$ cat config.mk
export PLATFORM = sky130hd
export DESIGN_NAME = ncp_parse
export DESIGN_NICKNAME = d
export VERILOG_FILES = /design/src/design/ncp_pkg.sv /design/src/design/ncp_parse.sv
export SDC_FILE = /design/constraint.sdc
export NUM_CORES = 1
export LEC_CHECK = 0
export BUFFER_PORTS_ARGS = -buffer_cell sky130_fd_sc_hd__buf_2
export CORE_UTILIZATION = 40
export CTS_BUF_LIST = sky130_fd_sc_hd__clkbuf_8
export CTS_CLUSTER_SIZE = 8
export DETAILED_ROUTE_END_ITERATION = 8
export GPL_TIMING_DRIVEN = 0
export HOLD_SLACK_MARGIN = 0.02
export PLACE_DENSITY = 0.69
export SYNTH_ARGS = -nofsm -noshare
export SYNTH_HDL_FRONTEND = slang
export SYNTH_SLANG_ARGS = --single-unit
$ cat constraint.sdc
create_clock -name clk -period 4.88 [get_ports clk]
set_input_delay 0.976 -clock clk [delete_from_list [all_inputs] [get_ports clk]]
set_output_delay 0.976 -clock clk [all_outputs]
set_load 0.05 [all_outputs]
$ cat src/design/ncp_pkg.sv
// ncp_pkg: shared types, constants and elaboration helpers for the nmea
// coordinate parser; no dependencies
`default_nettype none

package ncp_pkg;

  // channel widths
  localparam int IN_TDATA_W  = 8;
  localparam int IN_TUSER_W  = 2;
  localparam int OUT_TDATA_W = 40;
  localparam int OUT_TUSER_W = 1;

  // field and state widths
  localparam int ANGLE_W = 34;
  localparam int QUOT_W  = 33;
  localparam int DEG_W   = 10;
  localparam int CI_W    = 5;
  localparam int FC_W    = 3;

  localparam int FRAC_DIGITS_DEF = 6;
  localparam int MAX_FIELD_CHARS = 16;

  // pi in q60, truncated
  localparam int          PI_W    = 62;
  localparam int          PI_LO_W = 31;
  localparam logic [61:0] PI_Q60  = 62'h3243F6A8885A308D;

  // item kinds on tuser[0]
  localparam logic FUNC_TEXT = 1'b0;
  localparam logic FUNC_HEMI = 1'b1;

  // ascii codes
  localparam logic [7:0] CH_ZERO = 8'h30;
  localparam logic [7:0] CH_NINE = 8'h39;
  localparam logic [7:0] CH_DOT  = 8'h2E;
  localparam logic [7:0] CH_N    = 8'h4E;
  localparam logic [7:0] CH_S    = 8'h53;
  localparam logic [7:0] CH_E    = 8'h45;
  localparam logic [7:0] CH_W    = 8'h57;

  typedef struct packed {
    logic vld;
    logic ok;
    logic neg;
  } ncp_ctl_t;

  function automatic longint unsigned pow10(input int n);
    longint unsigned r;
    r = 1;
    for (int i = 0; i < n; i++) begin
      r = r * 10;
    end
    return r;
  endfunction

  // minute accumulator holds up to three minute digits plus the kept fraction
  function automatic int minute_width(input int frac);
    return $clog2(pow10(frac + 3));
  endfunction

endpackage

`default_nettype wire

$ cat src/design/ncp_parse.sv
// ncp_parse: per-character field checks and digit accumulation, plus the
// registered snapshot taken on a hemisphere item; depends on ncp_pkg
`default_nettype none

module ncp_parse #(
  parameter int FRAC_DIGITS = ncp_pkg::FRAC_DIGITS_DEF
) (
  input  logic                                           clk,
  input  logic                                           rst_n,
  input  logic                                           acc,
  input  logic                                           adv,
  input  logic                                           func,
  input  logic                                           lon,
  input  logic [7:0]                                     ch,
  output ncp_pkg::ncp_ctl_t                              snap_ctl,
  output logic [ncp_pkg::DEG_W-1:0]                      snap_deg,
  output logic [ncp_pkg::minute_width(FRAC_DIGITS)-1:0]  snap_min,
  output logic [ncp_pkg::FC_W-1:0]                       snap_fc
);

  import ncp_pkg::*;

  localparam int MINW = minute_width(FRAC_DIGITS);

  logic [CI_W-1:0]  ci_r, ci_nxt;
  logic [DEG_W-1:0] deg_r, deg_nxt;
  logic [MINW-1:0]  min_r, min_nxt;
  logic [FC_W-1:0]  fc_r, fc_nxt;
  logic             dot_r, dot_nxt;
  logic             err_r, err_nxt;

  ncp_ctl_t         snap_ctl_r, snap_ctl_nxt;
  logic [DEG_W-1:0] snap_deg_r;
  logic [MINW-1:0]  snap_min_r;
  logic [FC_W-1:0]  snap_fc_r;

  logic             is_digit;
  logic [3:0]       dval;
  logic [CI_W-1:0]  dcount;
  logic             hemi_ok;
  logic             hemi_neg;

  always_comb begin
    is_digit = (ch >= CH_ZERO) && (ch <= CH_NINE);
    dval     = ch[3:0];
    dcount   = CI_W'(2) + CI_W'(lon);

    ci_nxt  = ci_r;
    deg_nxt = deg_r;
    min_nxt = min_r;
    fc_nxt  = fc_r;
    dot_nxt = dot_r;
    err_nxt = err_r;

    if (acc) begin
      if (func == FUNC_HEMI) begin
        ci_nxt  = '0;
        deg_nxt = '0;
        min_nxt = '0;
        fc_nxt  = '0;
        dot_nxt = 1'b0;
        err_nxt = 1'b0;
      end else if (ci_r >= CI_W'(MAX_FIELD_CHARS)) begin
        err_nxt = 1'b1;
      end else begin
        ci_nxt = ci_r + CI_W'(1);
        if (!err_r) begin
          if (ci_r < dcount) begin
            if (is_digit) begin
              deg_nxt = (deg_r << 3) + (deg_r << 1) + DEG_W'(dval);
            end else begin
              err_nxt = 1'b1;
            end
          end else if (ci_r < dcount + CI_W'(2)) begin
            if (is_digit) begin
              min_nxt = (min_r << 3) + (min_r << 1) + MINW'(dval);
            end else begin
              err_nxt = 1'b1;
            end
          end else if (ci_r == dcount + CI_W'(2)) begin
            if (ch == CH_DOT && !dot_r) begin
              dot_nxt = 1'b1;
            end else begin
              err_nxt = 1'b1;
            end
          end else if (!is_digit) begin
            err_nxt = 1'b1;
          end else if (fc_r < FC_W'(FRAC_DIGITS)) begin
            min_nxt = (min_r << 3) + (min_r << 1) + MINW'(dval);
            fc_nxt  = fc_r + FC_W'(1);
          end
        end
      end
    end
  end

  // hemisphere letter check and close snapshot
  always_comb begin
    if (lon) begin
      hemi_ok  = (ch == CH_E) || (ch == CH_W);
      hemi_neg = (ch == CH_W);
    end else begin
      hemi_ok  = (ch == CH_N) || (ch == CH_S);
      hemi_neg = (ch == CH_S);
    end
    snap_ctl_nxt.vld = acc && (func == FUNC_HEMI);
    snap_ctl_nxt.ok  = !err_r && dot_r && (ci_r >= CI_W'(lon) + CI_W'(5)) && hemi_ok;
    snap_ctl_nxt.neg = hemi_neg;
  end

  always_ff @(posedge clk) begin
    if (!rst_n) begin
      ci_r       <= '0;
      deg_r      <= '0;
      min_r      <= '0;
      fc_r       <= '0;
      dot_r      <= 1'b0;
      err_r      <= 1'b0;
      snap_ctl_r <= '0;
    end else begin
      if (acc) begin
        ci_r  <= ci_nxt;
        deg_r <= deg_nxt;
        min_r <= min_nxt;
        fc_r  <= fc_nxt;
        dot_r <= dot_nxt;
        err_r <= err_nxt;
      end
      if (adv) begin
        snap_ctl_r <= snap_ctl_nxt;
      end
    end
  end

  always_ff @(posedge clk) begin
    if (adv) begin
      snap_deg_r <= deg_r;
      snap_min_r <= min_r;
      snap_fc_r  <= fc_r;
    end
  end

  assign snap_ctl = snap_ctl_r;
  assign snap_deg = snap_deg_r;
  assign snap_min = snap_min_r;
  assign snap_fc  = snap_fc_r;

endmodule

`default_nettype wire

Yosys cells after proc, flatten, opt, wreduce, memory -nomap -nowiden. Index checks and enable logic that the tools add are counted.

Input bits: 14. Word-level logic and storage cells: 104. Output and inout bits: 46. Register bits after elaboration: 96.

Add/sub/neg operators: 9. Mux-type cells: 41. Equal/unequal tests: 13. Reductions and logical operators: 22. $lt $le $gt $ge: 7.

Operator list (count): 2-to-1 mux 30 bit (9); 2-to-1 mux 10 bit (5); == test 8 x 7 -> 1 bit, second input constant (4); adder 30 bit (1); adder 30 x 4 -> 30 bit (1); 2-to-1 mux 3 bit (8); 2-to-1 mux 1 bit (17); AND reduction 8 bit (2); adder 10 bit (1); adder 10 x 4 -> 10 bit (1); 2-to-1 mux 5 bit (2); != test 2 bit, second input constant (5); nonzero test 2 bit (5); == test 8 x 6 -> 1 bit, second input constant (1); greater-or-equal comparator 8 x 6 -> 1 bit, second input constant (1); less-or-equal comparator 8 x 6 -> 1 bit, second input constant (1); AND reduction 7 bit (1); logical AND 1 bit (6); != test 3 bit, second input constant (2); nonzero test 3 bit (2); adder 5 x 1 -> 5 bit, second input constant (1); == test 5 x 4 -> 1 bit (1); greater-or-equal comparator 5 x 4 -> 1 bit (1); greater-or-equal comparator 5 bit, second input constant (1); 11 further kinds (13).

Depth between registers and ports, before layout.
Depth after elaboration: 10. Depth in mapped cells: 11. Gate-level depth less buffers: 11.

Least setup slack after synthesis. OpenSTA, ideal clock, no wires.

Kind: in2reg. Start: input port ch[3]. End: register min_r[11]. Stages: 11. Setup time: 0.061 ns. Arrival: 3.525 ns. Data required time: 4.819 ns. Setup slack: 1.294 ns. Buffers on the path: 0. Path through: inv_1 -> fa_1 -> inv_1 -> ha_1 -> a211oi_1 -> o21ai_0 -> a21o_1 -> a21o_1 -> or4b_2 -> nand3_1 -> a32o_1.

Longest elaborated chain between the ends: 9.

Ends and longest elaborated chain: start: declaration (line ncp_parse.sv:14) `input logic [7:0] ch,`; adder 30 x 4 -> 30 bit (line ncp_parse.sv:76, ncp_parse.sv:89); 2-to-1 mux 30 bit (line ncp_parse.sv:88) `end else if (fc_r < FC_W'(FRAC_DIGITS)) begin`; 2-to-1 mux 30 bit (line ncp_parse.sv:86) `end else if (!is_digit) begin`; 2-to-1 mux 30 bit (line ncp_parse.sv:80) `end else if (ci_r == dcount + CI_W'(2)) begin`; 2-to-1 mux 30 bit (line ncp_parse.sv:74) `end else if (ci_r < dcount + CI_W'(2)) begin`; 2-to-1 mux 30 bit (line ncp_parse.sv:68) `if (ci_r < dcount) begin`; 2-to-1 mux 30 bit (line ncp_parse.sv:67) `if (!err_r) begin`; 2-to-1 mux 30 bit (line ncp_parse.sv:63) `end else if (ci_r >= CI_W'(MAX_FIELD_CHARS)) begin`; 2-to-1 mux 30 bit (line ncp_parse.sv:56) `if (func == FUNC_HEMI) begin`; end signal: assignment (line ncp_parse.sv:124) `min_r <= min_nxt;`; end: declaration (line ncp_parse.sv:27) `logic [MINW-1:0] min_r, min_nxt;`.

Several ways; a longest one is shown, not always the timed one. The select of a mux whose other input is x is not followed. A chain may end at the register's enable or synchronous reset.

Worst setup path after layout.
Start: input port ch[3]. End: register min_r[25].

The elaborated chain is that of the path after synthesis.

==> results.md <==
- Status: finished clean
- Routability Congestion: 0.945
- Synthesized area per cell: 9.72 um^2
- CTS resizes: 0
- Period utilization: 75.2%
- Critical Path Start Type: primary input
- Total CTS buffers: 9
- Share of cells above drive strength 1: 12.8%
- Syn nets: 703
- Max Cap Viol: 0
- Final wirelength: 13,300 um
- Slew HR: 26.1%
- Ant diodes: 0
- Clk slew on worst S/H paths: 0.10 ns
- EDFF count, synth: 43
- HPWL after detailed placement: 9890 um
- Number of buffers inserted by port buffering: 58
- Critical path fanouts, max: 5
- Placed insts: 853
- Die Y: 124 um
- Setup Slack @ Placement: 0.821 ns
- Die Wd: 124 um
- Vias in the first global route: 4,552
- Latest clock arrival within the worst-skew pair: 0.39 ns
- CTS max path bufs: 2
- Setup WS post-layout: 1.21 ns
- Post-CTS Setup Bufs: 0
- CTS tree: done
- Final Max Slew Viols: 0
- Fmax achieved: 272 MHz
- Clock Skew: 0.0118 ns
- Ports: 60
- Seq/Total Area, Yosys: 39.6%
- Power, Total: 0.00157 W
- Pin count of the biggest net entering global routing: 50
- Gr usage total: 18.4%
- DRC violations left: 0
- Final Critical Period: 3.67 ns
- Congestion Overflow GR: 0
- Max VDD drop: 170 uV
- Synth cell types: 67
- Cell Pwr Density: 235 nW/um^2
- First-pass GRT wire length: 21,800 um
- Top-count cell post-synth: ha_1
- Endpoints failing setup: 0
- Layout area overhead: 12.3%
- Ys async rst share: 0%
- Leading area contributor after synthesis: edfxtp_1
- WL per Instance: 15.3 um
- # rows: 44
- TritonCTS Sinks: 96
- Routed vias: 4,829
- Yosys Warn Count: 0
- HP Class: reg -> reg
- Predominant post-synthesis flop cell: dfxtp_1
- Crit. End Element: flop
- Post-synth top area share: 21.7%
- Leakage: 2.95 nW
- Die area: 15,300 um^2
- Final std cells w/o fill: 869
- Synth Instances: 611
- Worst-Margin Slew: 1.11 ns
- Critical path class: in -> reg
- Initial Util: 40.9%
- Nets: 772
- Detailed Routing Iterations Pass 1: 5
- Root Buffer: clkbuf_8
- Worst EP required: 5.17 ns
- Area contributors post-synth: edfxtp_1, dfxtp_1, ha_1, a21oi_1, nor2_1
- TNS Setup: 0 ns
- Post-Synthesis Cell Area: 5940 um^2
- Unrepaired setup endpoints after global routing: false
- Endpoints failing hold: 0
- Seq cells post-synth: 96
- Antenna viol nets, final: 0
- Arrival time at the worst endpoint: 3.97 ns
- # H-tree levels: 3
- 1st-iter DRT viols: 354
- Synth top cells by count: ha_1, dfxtp_1, nor2_1
- Hold-fix buffers, CTS: 0
- Core region area: 14,500 um^2
- Vias per cell: 5.56
- Initial antenna violation count: 0
[worst max-delay path, cell delays in order]
cell and delay, ns:
buf_2 0.15, inv_1 0.07, fa_1 0.58, inv_1 0.06, ha_1 0.29, a211oi_1 0.08, o21ai_0 0.30, nand3_1 0.23
a31oi_1 0.43, a21boi_0 0.28, a41o_1 0.30, a211o_1 0.21
[per-stage QoR]
| step | hold slack (ns) | cell area (um^2) | util (%) |
|---|---|---|---|
| floorplan | 0.408 | 5940 | - |
| global placement | 0.430 | 6460 | 44.4 |
| detailed placement | 0.437 | 6460 | 44.4 |
| CTS | 0.462 | 6670 | 45.9 |
| global route | 0.477 | 6670 | 45.9 |
| finish | 0.462 | 6670 | 45.9 |
[where the power goes]
part           internal (W)  switching, W
sequential         0.000855    0.00000786
clock              0.000247      0.000308
combinational     0.0000380      0.000112
total               0.00114      0.000428
[layout make-up]
cell class / count / area, um^2
clock inverters: 7 / 83.8
plain buffers: 23 / 95.1
repair buffers: 58 / 290
fillers: 1416 / 7870
flip-flops and latches: 96 / 2350
multi-input cells: 463 / 3380
inverters: 29 / 109
clock buffers: 9 / 124
well taps: 184 / 230
[layer usage]
layer  GRT usage (%)  wire length [um]  vias up
met5               0                 0        -
met4            8.51               264        0
met3            2.56               599       22
met2            29.7              6080      115
met1            24.4              6330     2282
li1                -                 -     2410
[flip-flops by register name (all words and copies together) (netlist names)]
| name | flops |
|---|---|
| min_r | 30 |
| snap_min | 30 |
| deg_r | 10 |
| snap_deg | 10 |
| ci_r | 5 |
| fc_r | 3 |
| snap_ctl | 3 |
| snap_fc | 3 |
| dot_r | 1 |
| err_r | 1 |
[logic make-up after synthesis]
| family | count (synthesis) | synth area share, % |
|---|---|---|
| buffers and inverters | 52 | 3.43 |
| AOI/OAI and AO/OA | 163 | 18.7 |
| and+or+nand+nor | 196 | 17.4 |
| muxes | 4 | 0.674 |
| DFF | 96 | 39.6 |
| xor gates and xnor gates | 22 | 3.24 |
| adders and majority gates | 78 | 16.9 |
[final timing paths]
path	startpoint	end	slack, ns	cells past startpoint
max	ch[3]	min_r[25]$_SDFFE_PN0P_	1.21	12
max reg2reg	min_r[0]$_SDFFE_PN0P_	min_r[25]$_SDFFE_PN0P_	1.56	11
min	deg_r[9]$_SDFFE_PN0P_	snap_deg[9]$_DFFE_PP_	0.46	0
min reg2reg	deg_r[9]$_SDFFE_PN0P_	snap_deg[9]$_DFFE_PP_	0.46	0
[placed cells by master, fill, tap and decap left out, types with 4 or more instances in the layout]
| master | n |
|---|---|
| a211o_1 | 7 |
| a211oi_1 | 7 |
| a21boi_0 | 4 |
| a21o_1 | 12 |
| a21oi_1 | 43 |
| a22o_1 | 6 |
| a22oi_1 | 5 |
| a31oi_1 | 7 |
| a32o_1 | 6 |
| and2_1 | 5 |
| and3_1 | 4 |
| buf_2 | 59 |
| clkbuf_1 | 21 |
| clkbuf_8 | 9 |
| dfxtp_1 | 53 |
| edfxtp_1 | 43 |
| fa_1 | 4 |
| ha_1 | 74 |
| inv_1 | 28 |
| mux2i_1 | 4 |
| nand2_1 | 41 |
| nand2b_1 | 8 |
| nand3_1 | 18 |
| nand3b_1 | 4 |
| nand4_1 | 6 |
| nor2_1 | 48 |
| nor2b_1 | 13 |
| nor3_1 | 12 |
| nor4_1 | 5 |
| o21a_1 | 10 |
| o21ai_0 | 24 |
| or2_2 | 5 |
| or3_1 | 7 |
| xnor2_1 | 19 |
Power figures use the tool's default switching activity.
